`config.mk`:
```
export PLATFORM = sky130hd
export DESIGN_NAME = ordered_list_move_before_after
export DESIGN_NICKNAME = d
export VERILOG_FILES = /design/src/sv/olm_pkg.sv /design/src/sv/olm_store.sv /design/src/sv/ordered_list_move_before_after.sv
export SDC_FILE = /design/constraint.sdc
export NUM_CORES = 1
export LEC_CHECK = 0
export BUFFER_PORTS_ARGS = -buffer_cell sky130_fd_sc_hd__buf_2
export CORE_MARGIN = 5
export CORE_UTILIZATION = 29
export CTS_BUF_LIST = sky130_fd_sc_hd__clkbuf_2
export DETAILED_ROUTE_END_ITERATION = 6
export REMOVE_ABC_BUFFERS = 1
export SYNTH_ARGS = -nofsm -noshare
export SYNTH_HDL_FRONTEND = slang
export SYNTH_SLANG_ARGS = --single-unit
```
`constraint.sdc`:
```
create_clock -name clk -period 4.7 [get_ports clk]
set_input_delay 0.94 -clock clk [delete_from_list [all_inputs] [get_ports clk]]
set_output_delay 0.94 -clock clk [all_outputs]
set_load 0.05 [all_outputs]
```
`src/sv/olm_pkg.sv`:
```
// Shared types and constants for the ordered list move block.
// Used by olm_store and ordered_list_move_before_after; no dependencies.
`timescale 1ns / 1ps
`default_nettype none

package olm_pkg;

	// width of a list value, of an item/target field and of the length register
	localparam int unsigned VAL_W     = 7;
	// default number of list slots
	localparam int unsigned SLOTS_DEF = 64;
	// length register value after reset
	localparam logic [VAL_W-1:0] LEN_RESET = 7'd64;

	// request codes
	localparam logic OP_BEFORE = 1'b0;
	localparam logic OP_AFTER  = 1'b1;

endpackage

`default_nettype wire

```
`src/sv/olm_store.sv`:
```
// List storage: one write port, one registered read port, per-entry valid bits.
// An entry never written reads as its reset value, position plus one.
// Depends on olm_pkg.
`timescale 1ns / 1ps
`default_nettype none

module olm_store #(
	parameter int unsigned SLOTS = olm_pkg::SLOTS_DEF
) (
	input  wire logic                        clk,
	input  wire logic                        arst_n,
	input  wire logic [$clog2(SLOTS)-1:0]    rd_addr,
	output logic [olm_pkg::VAL_W-1:0]        rd_data,
	input  wire logic                        we,
	input  wire logic [$clog2(SLOTS)-1:0]    wr_addr,
	input  wire logic [olm_pkg::VAL_W-1:0]   wr_data
);

	localparam int unsigned AW = $clog2(SLOTS);

	logic [olm_pkg::VAL_W-1:0] mem [SLOTS];
	logic [SLOTS-1:0]          valid_q;
	logic [olm_pkg::VAL_W-1:0] rd_q;
	logic                      rd_vld_q;
	logic [AW-1:0]             rd_addr_q;

	// write and read the array
	always_ff @(posedge clk) begin
		if (we) begin
			mem[wr_addr] <= wr_data;
		end
		rd_q      <= mem[rd_addr];
		rd_addr_q <= rd_addr;
	end

	// track written entries; reset clears them all at once
	always_ff @(posedge clk or negedge arst_n) begin
		if (!arst_n) begin
			valid_q  <= '0;
			rd_vld_q <= 1'b0;
		end else begin
			if (we) begin
				valid_q[wr_addr] <= 1'b1;
			end
			rd_vld_q <= valid_q[rd_addr];
		end
	end

	// substitute the identity value for entries never written
	assign rd_data = rd_vld_q ? rd_q
		: olm_pkg::VAL_W'(rd_addr_q) + olm_pkg::VAL_W'(1);

endmodule

`default_nettype wire

```
`src/sv/ordered_list_move_before_after.sv`:
```
// Ordered list with move-before / move-after requests: top level and sequencer.
// Depends on olm_pkg and olm_store.
//
// Usage:
//   Requests: drive op, item and target with start high; a word is taken at
//   a clock edge where start is high and busy is low. busy stays high until
//   the request is finished.
//   Results: one word per active position, in position order, each on
//   entry_value for one cycle with strobe high; last marks the final one.
//   The receiver cannot stall the block, so results are never held back.
//   A request whose item or target is not in the active part gives no words.
//   Configuration: list_length_we writes list_length; write only while idle.
//   Passes (n active entries):
//     search  one read of the list store per cycle over all n entries,
//     move    when the item moves, one store entry per cycle, old slot to new,
//     output  n reads in order, first word in the cycle after the pass starts.
//   The single read port of the store, walked once per entry per pass, sets
//   the rate.
//   Reset: the list returns to the identity (position i holds i + 1) at once
//   through per-entry valid bits, and the length register returns to 64.
`timescale 1ns / 1ps
`default_nettype none

module ordered_list_move_before_after #(
	parameter int unsigned SLOTS = olm_pkg::SLOTS_DEF
) (
	input  wire logic                        clk,
	input  wire logic                        arst_n,
	input  wire logic                        start,
	output logic                             busy,
	input  wire logic                        op,
	input  wire logic [olm_pkg::VAL_W-1:0]   item,
	input  wire logic [olm_pkg::VAL_W-1:0]   target,
	input  wire logic                        list_length_we,
	input  wire logic [olm_pkg::VAL_W-1:0]   list_length,
	output logic                             strobe,
	output logic [olm_pkg::VAL_W-1:0]        entry_value,
	output logic                             last
);

	localparam int unsigned AW = $clog2(SLOTS);
	localparam int unsigned CW = $clog2(SLOTS + 1);

	localparam logic [2:0] ST_IDLE  = 3'd0;
	localparam logic [2:0] ST_FIND  = 3'd1;
	localparam logic [2:0] ST_FWAIT = 3'd2;
	localparam logic [2:0] ST_SHIFT = 3'd3;
	localparam logic [2:0] ST_DRAIN = 3'd4;
	localparam logic [2:0] ST_EMIT  = 3'd5;

	logic [2:0]                state_q;
	logic [olm_pkg::VAL_W-1:0] len_q;
	logic                      op_q;
	logic [olm_pkg::VAL_W-1:0] item_q;
	logic [olm_pkg::VAL_W-1:0] target_q;
	logic [CW-1:0]             n_q;
	logic [CW-1:0]             cnt_q;
	logic                      q_hit_q;
	logic                      p_hit_q;
	logic [AW-1:0]             q_pos_q;
	logic [AW-1:0]             p_pos_q;
	logic [AW-1:0]             w_q;
	logic [AW-1:0]             dest_q;
	logic                      up_q;

	// read stage: a store read issued last cycle
	logic                      rv_s1;
	logic                      remit_s1;
	logic                      rlast_s1;
	logic [AW-1:0]             raddr_s1;
	// write stage: a store write from the shift pass
	logic                      wv_s1;
	logic                      witem_s1;
	logic [AW-1:0]             waddr_s1;

	logic [CW-1:0]             n_act;
	logic [AW-1:0]             rd_addr;
	logic [olm_pkg::VAL_W-1:0] rd_data;
	logic [olm_pkg::VAL_W-1:0] wr_data;
	logic                      q_match;
	logic                      p_match;
	logic                      q_hit_now;
	logic                      p_hit_now;
	logic [AW-1:0]             q_pos_now;
	logic [AW-1:0]             p_pos_now;
	logic [AW-1:0]             dest;
	logic [AW-1:0]             w_next;
	logic                      cnt_last;

	olm_store #(
		.SLOTS(SLOTS)
	) u_store (
		.clk     (clk),
		.arst_n  (arst_n),
		.rd_addr (rd_addr),
		.rd_data (rd_data),
		.we      (wv_s1),
		.wr_addr (waddr_s1),
		.wr_data (wr_data)
	);

	// clamp the length register to the slot range
	always_comb begin
		priority if (len_q == '0) begin
			n_act = CW'(1);
		end else if (len_q > olm_pkg::VAL_W'(SLOTS)) begin
			n_act = CW'(SLOTS);
		end else begin
			n_act = CW'(len_q);
		end
	end

	// compare the returning word against item and target
	assign q_match   = rv_s1 && !remit_s1 && (rd_data == item_q);
	assign p_match   = rv_s1 && !remit_s1 && (rd_data == target_q);
	assign q_hit_now = q_hit_q | q_match;
	assign p_hit_now = p_hit_q | p_match;
	assign q_pos_now = q_match ? raddr_s1 : q_pos_q;
	assign p_pos_now = p_match ? raddr_s1 : p_pos_q;

	// destination slot of the moved item
	always_comb begin
		if (q_pos_now < p_pos_now) begin
			dest = (op_q == olm_pkg::OP_BEFORE) ? p_pos_now - AW'(1) : p_pos_now;
		end else begin
			dest = (op_q == olm_pkg::OP_BEFORE) ? p_pos_now : p_pos_now + AW'(1);
		end
	end

	assign w_next   = up_q ? w_q + AW'(1) : w_q - AW'(1);
	assign cnt_last = (cnt_q == n_q - CW'(1));
	assign rd_addr  = (state_q == ST_SHIFT) ? w_next : cnt_q[AW-1:0];
	assign wr_data  = witem_s1 ? item_q : rd_data;

	assign busy        = (state_q != ST_IDLE);
	assign strobe      = rv_s1 & remit_s1;
	assign entry_value = rd_data;
	assign last        = rlast_s1;

	// hold the length register
	always_ff @(posedge clk or negedge arst_n) begin
		if (!arst_n) begin
			len_q <= olm_pkg::LEN_RESET;
		end else if (list_length_we) begin
			len_q <= list_length;
		end
	end

	// latch the request word
	always_ff @(posedge clk) begin
		if (start && !busy) begin
			op_q     <= op;
			item_q   <= item;
			target_q <= target;
			n_q      <= n_act;
		end
	end

	// sequence search, shift and output passes
	always_ff @(posedge clk or negedge arst_n) begin
		if (!arst_n) begin
			state_q  <= ST_IDLE;
			cnt_q    <= '0;
			q_hit_q  <= 1'b0;
			p_hit_q  <= 1'b0;
			q_pos_q  <= '0;
			p_pos_q  <= '0;
			w_q      <= '0;
			dest_q   <= '0;
			up_q     <= 1'b0;
			rv_s1    <= 1'b0;
			remit_s1 <= 1'b0;
			rlast_s1 <= 1'b0;
			raddr_s1 <= '0;
			wv_s1    <= 1'b0;
			witem_s1 <= 1'b0;
			waddr_s1 <= '0;
		end else begin
			rv_s1    <= 1'b0;
			remit_s1 <= 1'b0;
			rlast_s1 <= 1'b0;
			wv_s1    <= 1'b0;
			witem_s1 <= 1'b0;
			q_hit_q  <= q_hit_now;
			p_hit_q  <= p_hit_now;
			q_pos_q  <= q_pos_now;
			p_pos_q  <= p_pos_now;
			unique case (state_q)
				ST_IDLE: begin
					if (start) begin
						state_q <= ST_FIND;
						cnt_q   <= '0;
						q_hit_q <= 1'b0;
						p_hit_q <= 1'b0;
					end
				end
				ST_FIND: begin
					// issue one search read per cycle
					rv_s1    <= 1'b1;
					raddr_s1 <= cnt_q[AW-1:0];
					cnt_q    <= cnt_q + CW'(1);
					if (cnt_last) begin
						state_q <= ST_FWAIT;
					end
				end
				ST_FWAIT: begin
					// last compare lands now; decide the move
					cnt_q <= '0;
					if (!(q_hit_now && p_hit_now)) begin
						state_q <= ST_IDLE;
					end else if (q_pos_now == p_pos_now) begin
						state_q <= ST_EMIT;
					end else begin
						state_q <= ST_SHIFT;
						w_q     <= q_pos_now;
						dest_q  <= dest;
						up_q    <= (q_pos_now < p_pos_now);
					end
				end
				ST_SHIFT: begin
					// copy the neighbor into w, then drop the item at dest
					wv_s1    <= 1'b1;
					waddr_s1 <= w_q;
					if (w_q == dest_q) begin
						witem_s1 <= 1'b1;
						state_q  <= ST_DRAIN;
					end else begin
						w_q <= w_next;
					end
				end
				ST_DRAIN: begin
					state_q <= ST_EMIT;
				end
				ST_EMIT: begin
					// read out the active list in order
					rv_s1    <= 1'b1;
					remit_s1 <= 1'b1;
					rlast_s1 <= cnt_last;
					raddr_s1 <= cnt_q[AW-1:0];
					cnt_q    <= cnt_q + CW'(1);
					if (cnt_last) begin
						state_q <= ST_IDLE;
					end
				end
				default: begin
					state_q <= ST_IDLE;
				end
			endcase
		end
	end

endmodule

`default_nettype wire
```
==> After elaboration in Yosys (flattened, before gate mapping) <==
Memory sizes are Yosys's and may differ from the RTL's. A register that Yosys moved wholly into a read port is not among the register bits.
Index checks and enable logic that the tools add are counted.
{ "word_totals": {"register_bits": 154, "mem_bits_rw": 448, "input_bits": 26, "output_inout_bits": 10, "elab_cells": 118, "memories": 1} }
{ "op_classes": {"n_addsub": 7, "order_cmp": 5, "eq_ne": 17, "muxes": 39, "n_bitwise": 5, "reduce_logical": 19} }
{ "memory_table": {"columns": ["memory", "words", "word_bits", "read_ports", "rd_clocked_by_memory_dff", "wr", "line", "rtl"], "rows": [
  ["u_store.mem", 64, 7, 1, 1, 1, "olm_store.sv:21", "logic [olm_pkg::VAL_W-1:0] mem [SLOTS];"]
]} }
{ "op_table": {"columns": ["op", "count"], "rows": [
  ["$or 64x64->64", 1],
  ["$mux 6", 10],
  ["$mux 7", 4],
  ["$eq 7x7->1", 3],
  ["$pmux 7 s3", 1],
  ["$mux 3", 6],
  ["$pmux 3 s6", 1],
  ["$lt 6x7->1 const B", 2],
  ["$mux 1", 14],
  ["$add 6x1->6 const B", 2],
  ["$eq 6x6->1", 2],
  ["$ne 2x2->1 const B", 6],
  ["$pmux 6 s2", 1],
  ["$sub 6x1->6 const B", 2],
  ["$reduce_and 4->1", 2],
  ["$add 6x1->7 const B", 1],
  ["$add 7x1->7 const B", 1],
  ["$gt 7x7->1 const B", 1],
  ["$logic_not 7->1", 1],
  ["$sub 7x1->7 const B", 1],
  ["$bmux 1 s6", 1],
  ["$demux 1 s6", 1],
  ["$eq 3x2->1 const B", 2],
  ["$eq 3x3->1 const B", 2],
  ["15 further kinds", 24]
]} }

==> Depth between registers and ports, before layout <==
Gate-level depths: netlist of the first run.
{ "logic_depth": {"depth_word": 9, "ltp_mapped": 21, "mapped_depth_nobuf": 17} }

==> Modules after synthesis <==
A second synthesis of the first run with hierarchy kept.
{ "hier_totals": {"cells_unflattened": 1446, "hier_area_um2": 24826.3} }
{ "modules_own_cells": {"columns": ["mod", "n_inst", "cells_per_inst", "area_per_inst_um2"], "rows": [
  ["olm_store", 1, 1026, 20448.4],
  ["ordered_list_move_before_after", 1, 420, 4377.9]
]} }

==> Worst setup path after synthesis of the first run <==
Ideal clock, no wire load.
{ "synth_timing": {"path_type": "reg2reg", "start": "register u_store.rd_addr_q[0]", "end": "register dest_q[5]", "arrival_time_ns": 4.437, "setup_slack_ns": 0.142, "path_stages_with_launch": 18, "synth_period_minus_slack_ns": 4.558, "cell_sequence": "dfxtp_1 > ha_1 > nand4b_2 > o21ai_1 > xor2_1 > nor4_2 > and3_1 > buf_6 > mux2_2 > ha_1 > a21oi_1 > a2bb2oi_1 > a211oi_2 > o221ai_1 > buf_6 > o311a_1 > mux2i_1 > nand2_1"} }
{ "synth_via": {"elab_chain_cells": 8, "elab_cells_between_ends": 20} }
{ "synth_lines": {"columns": ["element", "line", "rtl"], "rows": [
  ["start: declaration", "olm_store.sv:25", "logic [AW-1:0] rd_addr_q;"],
  ["start signal: assignment", "olm_store.sv:33", "rd_addr_q <= rd_addr;"],
  ["$add 6x1->7 *", "olm_store.sv:51", ": olm_pkg::VAL_W'(rd_addr_q) + olm_pkg::VAL_W'(1);"],
  ["$mux 7 *", "olm_store.sv:50", "assign rd_data = rd_vld_q ? rd_q"],
  ["net entry_value, one bit", "ordered_list_move_before_after.sv:37", "output logic [olm_pkg::VAL_W-1:0] entry_value,"],
  ["$eq 7x7->1 *", "ordered_list_move_before_after.sv:114", "assign q_match = rv_s1 && !remit_s1 && (rd_data == item_q);"],
  ["$logic_and 1x1->1 *", "ordered_list_move_before_after.sv:114", null],
  ["$mux 6 *", "ordered_list_move_before_after.sv:118", "assign q_pos_now = q_match ? raddr_s1 : q_pos_q;"],
  ["net q_pos_now[3]", "ordered_list_move_before_after.sv:84", "logic [AW-1:0] q_pos_now;"],
  ["branches (longest 3 deep; another with $lt 6x6->1)", null, null],
  ["end signal: assignment", "ordered_list_move_before_after.sv:216", "dest_q <= dest;"],
  ["end: declaration", "ordered_list_move_before_after.sv:63", "logic [AW-1:0] dest_q;"]
]} }
Mark *: on every way through the listed nets, which the timed path passes.
A chain may end at the register's enable or synchronous reset.

==> Final worst setup path of the first run <==
{ "layout_timing": {"start": "register u_store.rd_addr_q[0]", "end": "register dest_q[5]"} }
{ "layout_via": {"elab_chain_cells": 8, "elab_cells_between_ends": 20} }
{ "layout_lines": {"columns": ["element", "line"], "rows": [
  ["$add 6x1->7 *", "olm_store.sv:51"],
  ["$mux 7 *", "olm_store.sv:50"],
  ["$eq 7x7->1 *", "ordered_list_move_before_after.sv:114"],
  ["$logic_and 1x1->1 *", "ordered_list_move_before_after.sv:114"],
  ["$mux 6 *", "ordered_list_move_before_after.sv:118"],
  ["net q_pos_now[3]", "ordered_list_move_before_after.sv:84"],
  ["branches (longest 3 deep; another with $lt 6x6->1)", null]
]} }
Marks and branches as above.

==> results of run 1 <==
-- metal layers --
| metal | GRT usage | up-vias | share of wire |
|---|---|---|---|
| li1 | - | 6473 | - |
| met1 | 0.176 | 7553 | 0.43 |
| met2 | 0.208 | 519 | 0.47 |
| met3 | 0.0333 | 107 | 0.069 |
| met4 | 0.0499 | 0 | 0.024 |
| met5 | 0 | - | 0 |
-- kinds of logic (layout without fill, tap and decap cells) --
group | after synthesis | after routing | share of synthesized area
simple gates | 483 | 483 | 0.0920
xor+xnor | 44 | 44 | 0.0161
fa+ha+maj | 15 | 15 | 0.00772
other cells | 0 | 2 | 0
buf+inv | 116 | 407 | 0.0206
flops | 609 | 609 | 0.693
compound gates | 160 | 160 | 0.0418
mux | 161 | 161 | 0.129
-- worst max-delay path, delay by kind of cell (launching register included) --
| family | cells | cell delay (ns) |
|---|---|---|
| compound gates | 6 | 1.13 |
| xor+xnor | 1 | 0.15 |
| fa+ha+maj | 2 | 0.63 |
| buf+inv | 1 | 0.21 |
| flops | 1 | 0.47 |
| mux | 3 | 0.84 |
| simple gates | 3 | 0.80 |
-- registers in the layout (all words and copies together) (netlist names), 7 cells and up --
signal and count:
len_q 7, cnt_q 7, u_store.rd_q 7, target_q 7, n_q 7, u_store.mem 448, u_store.valid_q 64, item_q 7
-- worst max path at each step --
stage,from,to,slack [ns],cells after the start
floorplan,state_q[1],u_store.rd_vld_q,-7.80,10
global placement,u_store.rd_vld_q,dest_q[5],0.42,15
detailed placement,u_store.rd_addr_q[0],dest_q[5],0.32,16
CTS,u_store.rd_addr_q[0],dest_q[5],0.29,16
global route,u_store.rd_addr_q[0],dest_q[5],0.01,16
finish,u_store.rd_addr_q[0],dest_q[5],0.35,16
-- cell usage in the layout, fill, tap and decap left out, types with 13 or more instances in the layout --
master	Yosys	final
a21oi_1	42	41
a311oi_1	16	16
a31oi_1	25	25
and3_1	35	34
buf_2	14	34
buf_4	2	27
clkbuf_2	0	237
clkinv_1	0	23
dfrtp_1	125	125
dfxtp_1	13	13
dlygate4sd3_1	0	31
edfxtp_1	470	470
ha_1	14	13
inv_1	31	30
mux2_2	19	19
mux4_2	128	128
nand2_1	196	196
nand3_1	16	16
nor2_1	100	99
nor3_1	13	13
o21ai_0	24	23
or2_2	66	66
xnor2_1	18	18
xor2_1	23	23
-- through the flow --
stage	TNS, ns	cells	utilization	area, sq um
after global routing	0	3036	0.331	28600
final	0	3036	0.331	28600
after global placement	0	2728	0.311	26900
after CTS	0	3034	0.330	28600
after floorplan	-68.64	1505	-	24900
after detailed placement	0	2728	0.311	26900
-- area by class of cell --
class	count	share of cell area
flip-flops and latches	609	0.612
multi-input cells	863	0.255
well taps	1155	0.0505
clock buffers	237	0.0414
repair buffers	99	0.0285
clock inverters	38	0.00800
inverters	33	0.00441
diodes	2	0.000175
-- timing repair --
item,CTS,global route
resized for setup,0,2
hold endpoints to repair,89,0
endpoints found under the setup margin,0,1
hold buffers,31,0
-- power by group --
| group | leakage, nW | internal [mW] | switching (mW) |
|---|---|---|---|
| Sequential | 6.06 | 7.01 | 0.277 |
| Combinational | 3.35 | 2.04 | 3.90 |
| Clock | 1.08 | 1.45 | 2.13 |
| Total | 10.5 | 10.5 | 6.30 |
==> impl_metrics.py, run 1 <==
metrics = {
    "run_status": {
        "outcome": "finished clean",
    },
    "synthesis": {
        "synth-seq-cells": 609,
        "netlist_top_cells_count": "470 x edfxtp_1, 196 x nand2_1, 128 x mux4_2",
        "yosysTopAreaCell": "edfxtp_1",
        "synth_area_leaders": "edfxtp_1 56%, dfrtp_1 12%, mux4_2 11%",
        "ys_types": 79,
        "yosysWarnings": 0,
        "synth_most_common_cell": "edfxtp_1",
        "syn_area_per_cell_sq_um": 15.9,
        "ys.flop_type": "edfxtp_1",
        "syn_inst": 1588,
        "synth.top_cell.area_share": 0.558,
        "async_reset_ff_frac": 0.207,
        "synth-seq-area-share": 0.693,
        "synth_edf_count": 470,
        "syn_area_sq_um": 25300,
    },
    "die": {
        "core_sq_um": 86600,
        "row_count": 108,
        "dieWidth_um": 305,
        "start_util": 0.292,
        "die_area_sq_um": 93200,
        "io_pins": 36,
        "dieHeight_um": 305,
    },
    "worst_setup_path": {
        "worstPathArrival_ns": 5.47,
        "worstRegToRegCells": 16,
        "path_max_fanout": 11,
        "reg2reg_from": "u_store.rd_addr_q[0]",
        "start_kind": "register",
        "r2r_end": "dest_q[5]",
        "criticalPathCategory": "reg2reg",
        "slowest_stage": "dfxtp_1",
        "cp_cell_sequence": "ha_2 > mux2_4 > xnor2_1 > o2111ai_1 > nor4_2 > and3_2 > mux2_2 > ha_1 > a21oi_1 > a2bb2oi_1 > a211oi_2 > o221ai_1 > buf_4 > o311a_1 > mux2i_1 > nand2_1",
        "reg2reg_setup_slack_ns": 0.35,
        "cpPeakStageDelay_ns": 0.47,
        "critPathCaptureType": "register",
        "required_ns": 5.81,
    },
    "detailed_routing": {
        "final_antenna_net_count": 0,
        "routed_wirelength_um": 61600,
        "vias": 14700,
        "dr.pass1.iters": 5,
        "drc": 0,
        "dr.first_iter.drc_count": 1225,
        "vias_per_cell": 4.83,
        "wl_per_cell_um": 20.3,
    },
    "final_layout": {
        "fin_nets": 1798,
        "seqCellArea_sq_um": 17500,
        "multi_input_area_sq_um": 7300,
        "layout-drive-gt1-share": 0.305,
        "fillCellCount": 8421,
        "syn_to_final_growth_pct": 13.2,
    },
    "timing": {
        "final.period_utilization": 0.926,
        "fmax_mhz": 230,
        "max_slew_margin": 0.164,
        "worst_pin_slew_ns": 1.25,
        "setup_violations": 0,
        "drv_slew": 0,
        "fin_crit_ns": 4.35,
        "hold_viol_final": 0,
        "fin_ws_ns": 0.345,
        "clock-skew-final_ns": 0.0749,
        "rsz0062_at_grt": "no",
        "holdWs_ns": 0.242,
    },
    "min_path": {
        "hp-class": "in2async",
    },
    "clock_network": {
        "clk_path_buf_depth": 3,
        "cts_buffers": 151,
        "clock_sinks": 609,
        "cts_tree": "yes",
        "clk-insertion-delay-late_ns": 1.30,
        "postCtsSetupBuffers": 0,
        "htree_levels": 4,
        "root_buffer": "clkbuf_2",
        "clk_pin_slew_worst_paths_ns": 0.11,
    },
    "global_route": {
        "grt_pass1_vias": 15500,
        "grt_max_degree": 68,
        "grt_usage": 0.131,
        "overflow": 0,
        "grt_pass1_wl_um": 94000,
        "antenna_found_initial": 2,
    },
    "placement": {
        "pre_cts_ws_ns": 0.320,
        "place_congestion": 0.840,
        "hpwlAfterDp_um": 36700,
        "port_buffers": 35,
    },
    "power": {
        "p_per_area_nw_per_um2": 587,
        "p_leak_nw": 10.5,
        "p_total_mw": 16.8,
        "peakVddDrop_mv": 0.493,
    },
    "job": {
        "maxCapViolCount": 0,
    },
}
No activity file was read; power rests on OpenSTA's default activity.
==> inputs of run 2 (changes only) <==
--- a/config.mk
+++ b/config.mk
@@ -6,10 +6,13 @@
 export NUM_CORES = 1
 export LEC_CHECK = 0
 export BUFFER_PORTS_ARGS = -buffer_cell sky130_fd_sc_hd__buf_2
+export CELL_PAD_IN_SITES_DETAIL_PLACEMENT = 0
+export CELL_PAD_IN_SITES_GLOBAL_PLACEMENT = 1
 export CORE_MARGIN = 5
 export CORE_UTILIZATION = 29
 export CTS_BUF_LIST = sky130_fd_sc_hd__clkbuf_2
 export DETAILED_ROUTE_END_ITERATION = 6
+export PLACE_DENSITY_LB_ADDON = 0.1
 export REMOVE_ABC_BUFFERS = 1
 export SYNTH_ARGS = -nofsm -noshare
 export SYNTH_HDL_FRONTEND = slang
==> run 2 against run 1 <==
Final area up 1.7%. Combinational power increased by 10%. Maximum frequency decreased by 0.71%. Via count down 0.83%. Critical path type unchanged. Largest power group unchanged.
==> impl_metrics.py, run 2 (synthesis results as in run 1) <==
metrics = {
    "global_route": {
        "grt_pass1_wl_um": 107000,
        "grt_max_degree": 75,
        "grt_pass1_vias": 15700,
        "antenna_found_initial": 3,
        "overflow": 0,
        "grt_usage": 0.156,
    },
    "power": {
        "switching_share": 0.389,
        "pwr-share-comb": 0.368,
        "p_leak_nw": 10.8,
        "p_clk_frac": 0.223,
        "p_int_mw": 10.9,
        "p_per_area_nw_per_um2": 611,
        "seq_power_share": 0.410,
        "p_switching_mw": 6.91,
        "p_total_mw": 17.8,
        "peakVddDrop_mv": 0.341,
    },
    "timing": {
        "drv_slew": 0,
        "holdWs_ns": 0.187,
        "fin_crit_ns": 4.39,
        "worst_pin_slew_ns": 1.12,
        "fin_ws_ns": 0.315,
        "fin_setup_tns_ns": 0,
        "final.period_utilization": 0.933,
        "clock-skew-final_ns": 0.141,
        "setup_violations": 0,
        "max_slew_margin": 0.253,
        "fmax_mhz": 228,
        "rsz0062_at_grt": "no",
        "hold_viol_final": 0,
    },
    "clock_network": {
        "cts_tree": "yes",
        "clk_path_buf_depth": 3,
        "clock_sinks": 609,
        "clk-insertion-delay-late_ns": 1.39,
        "clk_pin_slew_worst_paths_ns": 0.10,
        "htree_levels": 4,
        "root_buffer": "clkbuf_2",
        "postCtsSetupBuffers": 0,
        "cts_buffers": 167,
    },
    "final_layout": {
        "mostFrequentLayoutCells": "470 x edfxtp_1, 251 x clkbuf_2, 196 x nand2_1",
        "top_register": "u_store.mem",
        "largest_reg_flops": 448,
        "layout-drive-gt1-share": 0.321,
        "syn_to_final_growth_pct": 15.1,
        "layoutNonFillerInstCount": 3104,
        "final_common_cell": "edfxtp_1",
        "design_area_sq_um": 29100,
        "fin_nets": 1841,
        "fillCellCount": 8489,
        "top_regs": "u_store.mem: 448 flops, u_store.valid_q: 64 flops",
        "finish.utilization": 0.336,
    },
    "detailed_routing": {
        "routed_wirelength_um": 72500,
        "wl_per_cell_um": 23.3,
        "dr.pass1.iters": 5,
        "dr.first_iter.drc_count": 958,
        "drc": 0,
        "vias_per_cell": 4.68,
        "final_antenna_net_count": 0,
        "vias": 14500,
    },
    "die": {
        "dieWidth_um": 305,
        "row_count": 108,
        "core_sq_um": 86600,
        "dieHeight_um": 305,
        "io_pins": 36,
        "die_area_sq_um": 93200,
        "start_util": 0.292,
    },
    "worst_setup_path": {
        "crit_buf_inv": 1,
        "cpPeakStageDelay_ns": 0.44,
        "path_max_fanout": 11,
        "required_ns": 5.91,
        "slowest_stage": "dfxtp_1",
        "crit_family": "compound AO/OA/AOI/OAI gates",
        "worstPathArrival_ns": 5.60,
        "start_kind": "register",
        "critPathCaptureType": "register",
        "criticalPathCategory": "reg2reg",
        "cp_cell_sequence": "ha_2 > mux2_4 > xnor2_1 > o2111ai_1 > nor4_4 > and3_4 > mux2_2 > ha_1 > a21oi_1 > a2bb2oi_1 > a211oi_2 > o221ai_1 > buf_12 > o311a_1 > mux2i_1 > nand2_1",
    },
    "placement": {
        "dp_cells": 2755,
        "pre_cts_ws_ns": 0.0857,
        "hpwlAfterDp_um": 45500,
        "placed_area_sq_um": 27200,
        "place_congestion": 0.744,
        "port_buffers": 35,
    },
    "job": {
        "maxCapViolCount": 0,
    },
    "min_path": {
        "hp-class": "in2async",
    },
    "run_status": {
        "outcome": "finished clean",
    },
}
[run 2: changes by cell type in the layout (fill, tap and decap cells not counted), moves of 2 or more]
cell	previous run	this run
diode_2	2	5
nor4_2	2	0
clkinvlp_4	5	2
inv_6	0	4
clkinv_2	4	10
clkinv_1	23	39
clkbuf_2	237	251
buf_4	27	49
nor4_4	0	2
buf_12	6	11
[run 2: worst paths after layout]
check	slack, ns	start	depth (start not counted)	to
setup / recovery	0.31	u_store.rd_addr_q[1]	16	dest_q[5]
hold / removal	0.19	arst_n	2	len_q[1]
setup reg to reg	0.31	u_store.rd_addr_q[1]	16	dest_q[5]
hold reg to reg	0.47	u_store.valid_q[63]	1	u_store.valid_q[63]
max in group asynchronous	3.39	arst_n	3	u_store.valid_q[59]
min in group clk	0.31	target[0]	2	target_q[0]
[run 2: final cells by class]
class | count | area (sq um) | share of cell area
tap | 1155 | 1450 | 0.0496
clock buffer | 251 | 1260 | 0.0431
inverter | 33 | 126 | 0.00434
timing repair buffer | 126 | 1080 | 0.0371
multi-input combinational | 863 | 7330 | 0.252
sequential | 609 | 17500 | 0.602
antenna | 5 | 12.5 | 0.000430
clock inverter | 62 | 338 | 0.0116
[run 2: power groups by stage]
| stage | logic [mW] | clock network [mW] | registers (mW) |
|---|---|---|---|
| global placement | 6.64 | 0 | 7.42 |
| floorplan | 3.77 | 0 | 7.29 |
| finish | 6.54 | 3.96 | 7.29 |
| global route | 7.08 | 4.44 | 7.33 |
| detailed placement | 6.71 | 0 | 7.42 |
| CTS | 6.72 | 4.15 | 7.30 |
[run 2: routing by layer]
metal | up-vias | routed length (um) | part of all wire | track usage
li1 | 6614 | - | - | -
met1 | 7486 | 33000 | 0.46 | 0.207
met2 | 309 | 34400 | 0.47 | 0.251
met3 | 122 | 3320 | 0.046 | 0.0378
met4 | 0 | 1710 | 0.024 | 0.0547
met5 | - | 0 | 0 | 0
[run 2: repair_timing]
item                                   in CTS  in global routing
setup endpoints to repair                   0                 11
endpoints found under the hold margin      99                  0
gates resized for setup                     0                  7
hold buffers                               31                  0
==> inputs of run 3 (changes only) <==
--- a/config.mk
+++ b/config.mk
@@ -13,6 +13,7 @@
 export CTS_BUF_LIST = sky130_fd_sc_hd__clkbuf_2
 export DETAILED_ROUTE_END_ITERATION = 6
 export PLACE_DENSITY_LB_ADDON = 0.1
+export RECOVER_POWER = 100
 export REMOVE_ABC_BUFFERS = 1
 export SYNTH_ARGS = -nofsm -noshare
 export SYNTH_HDL_FRONTEND = slang
==> run 3 against run 2 <==
The run now ends with max-capacitance violations, max-slew violations left. Final cell count is essentially flat. Core utilization shrank 0.17 points. Die area is the same. Maximum frequency shrank 0.69%. Clock-buffer cell count is the same. Wire length is essentially flat. Final area shrank 0.51%. Register-to-register slack lost 0.03 ns. Highest routed layer unchanged.
==> impl_metrics.py, run 3 (synthesis results as in run 1) <==
metrics = {
    "run_status": {
        "outcome": "complete, but fails checks",
        "violations": "max-capacitance violations, max-slew violations",
    },
    "job": {
        "maxCapViolCount": 8,
    },
    "power": {
        "p_per_area_nw_per_um2": 612,
        "p_int_mw": 10.8,
        "peakVddDrop_mv": 0.339,
        "pwr-share-comb": 0.362,
        "seq_power_share": 0.414,
        "p_switching_mw": 6.89,
        "switching_share": 0.389,
        "p_clk_frac": 0.224,
        "p_leak_nw": 10.7,
    },
    "die": {
        "die_area_sq_um": 93200,
        "dieHeight_um": 305,
        "dieWidth_um": 305,
        "row_count": 108,
        "core_sq_um": 86600,
        "io_pins": 36,
        "start_util": 0.292,
    },
    "global_route": {
        "grt_pass1_wl_um": 107000,
        "grt_usage": 0.156,
        "overflow": 0,
        "grt_max_degree": 75,
        "antenna_found_initial": 3,
        "grt_pass1_vias": 15700,
    },
    "timing": {
        "clock-skew-final_ns": 0.143,
        "hold_viol_final": 0,
        "fmax_mhz": 226,
        "drv_slew": 380,
        "fin_crit_ns": 4.42,
        "fin_ws_ns": 0.284,
        "rsz0062_at_grt": "no",
        "max_slew_margin": -0.538,
        "setup_violations": 0,
        "holdWs_ns": 0.299,
        "final.period_utilization": 0.940,
        "worst_pin_slew_ns": 2.31,
    },
    "final_layout": {
        "final_common_cell": "edfxtp_1",
        "layout-drive-gt1-share": 0.296,
        "syn_to_final_growth_pct": 14.5,
        "fin_nets": 1841,
        "layoutNonFillerInstCount": 3101,
        "top_register": "u_store.mem",
        "finish.utilization": 0.334,
        "mostFrequentLayoutCells": "470 x edfxtp_1, 256 x clkbuf_2, 197 x nand2_1",
        "design_area_sq_um": 29000,
        "top_regs": "u_store.mem: 448 flops, u_store.valid_q: 64 flops",
        "largest_reg_flops": 448,
    },
    "min_path": {
        "hp-start": "target[0]",
        "hp-class": "in2reg",
    },
    "detailed_routing": {
        "dr.first_iter.drc_count": 931,
        "wl_per_cell_um": 23.4,
        "drc": 0,
        "dr.pass1.iters": 5,
        "vias": 14500,
        "routed_wirelength_um": 72400,
        "final_antenna_net_count": 0,
        "vias_per_cell": 4.69,
    },
    "clock_network": {
        "cts_buffers": 167,
        "clk_pin_slew_worst_paths_ns": 0.10,
        "root_buffer": "clkbuf_2",
        "clk_path_buf_depth": 3,
        "clock_sinks": 609,
        "clk-insertion-delay-late_ns": 1.40,
        "postCtsSetupBuffers": 0,
        "htree_levels": 4,
        "cts_tree": "yes",
    },
    "worst_setup_path": {
        "worstPathArrival_ns": 5.64,
        "start_kind": "register",
        "required_ns": 5.92,
        "critPathCaptureType": "register",
        "reg2reg_from": "u_store.rd_addr_q[1]",
        "criticalPathCategory": "reg2reg",
        "path_max_fanout": 11,
        "crit_path_start": "u_store.rd_addr_q[1]",
    },
    "placement": {
        "placed_area_sq_um": 27200,
        "pre_cts_ws_ns": 0.0857,
        "hpwlAfterDp_um": 45500,
        "port_buffers": 35,
        "place_congestion": 0.744,
        "dp_cells": 2755,
    },
}
[run 3: changes by cell type in the layout (fill, tap and decap cells not counted), moves of 3 or more]
cell      change
and2_0        +3
and2_1        -3
buf_2        -12
buf_4        -24
clkbuf_1     +31
clkbuf_2      +5
diode_2       -3
mux2_1        +9
mux2_2        -9
[run 3: path summary, 6_finish.rpt]
path	slack, ns	end	cells past startpoint
worst max-delay path	0.28	dest_q[5]	16
min in group asynchronous	0.76	len_q[1]	2
max in group asynchronous	0.94	u_store.valid_q[59]	3
worst min-delay path	0.30	target_q[0]	2
worst max register to register	0.28	dest_q[5]	16
worst min register to register	0.47	u_store.valid_q[63]	1
[run 3: power by group through the flow]
| stage | combinational (mW) | clock [mW] | sequential (mW) |
|---|---|---|---|
| after global placement | 6.64 | 0 | 7.42 |
| after global routing | 6.97 | 4.44 | 7.39 |
| after floorplan | 3.77 | 0 | 7.29 |
| after CTS | 6.72 | 4.15 | 7.30 |
| after detailed placement | 6.71 | 0 | 7.42 |
| final | 6.42 | 3.96 | 7.34 |
[run 3: layout make-up]
type                            count  area (sq um)
Fill cell                        8525         57700
Sequential cell                   609         17500
Multi-Input combinational cell    863          7290
Tap cell                         1155          1450
Clock buffer                      251          1260
Timing Repair Buffer              126           977
Clock inverter                     62           338
Inverter                           33           126
Antenna cell                        2          5.00
[run 3: metrics by stage]
step | TNS, ns | power, mW
after floorplan | -68.64 | 11.1
after global placement | 0 | 14.1
after detailed placement | 0 | 14.1
after CTS | 0 | 18.2
after global routing | 0 | 18.8
final | 0 | 17.7
[run 3: metal layers]
layer | routed length (um) | up-vias | global-route usage
li1 | - | 6600 | -
met1 | 33100 | 7542 | 0.207
met2 | 34400 | 295 | 0.251
met3 | 3250 | 110 | 0.0378
met4 | 1710 | 0 | 0.0547
met5 | 0 | - | 0
[run 3: worst max-delay path: stages, from the launching register on]
cell and delay, ns:
dfxtp_1 0.43, ha_2 0.31, mux2_4 0.31, xnor2_1 0.16, o2111ai_1 0.17, nor4_4 0.40
and3_4 0.32, mux2_2 0.38, ha_1 0.31, a21oi_1 0.20, a2bb2oi_1 0.09, a211oi_1 0.26
o221ai_1 0.22, buf_12 0.20, o311a_1 0.34, mux2i_1 0.13, nand2_1 0.06
[run 3: repair_timing]
| action | CTS | global route |
|---|---|---|
| hold endpoints to repair | 99 | 0 |
| hold buffers | 31 | 0 |
| resized for setup | 0 | 7 |
| endpoints found under the setup margin | 0 | 11 |
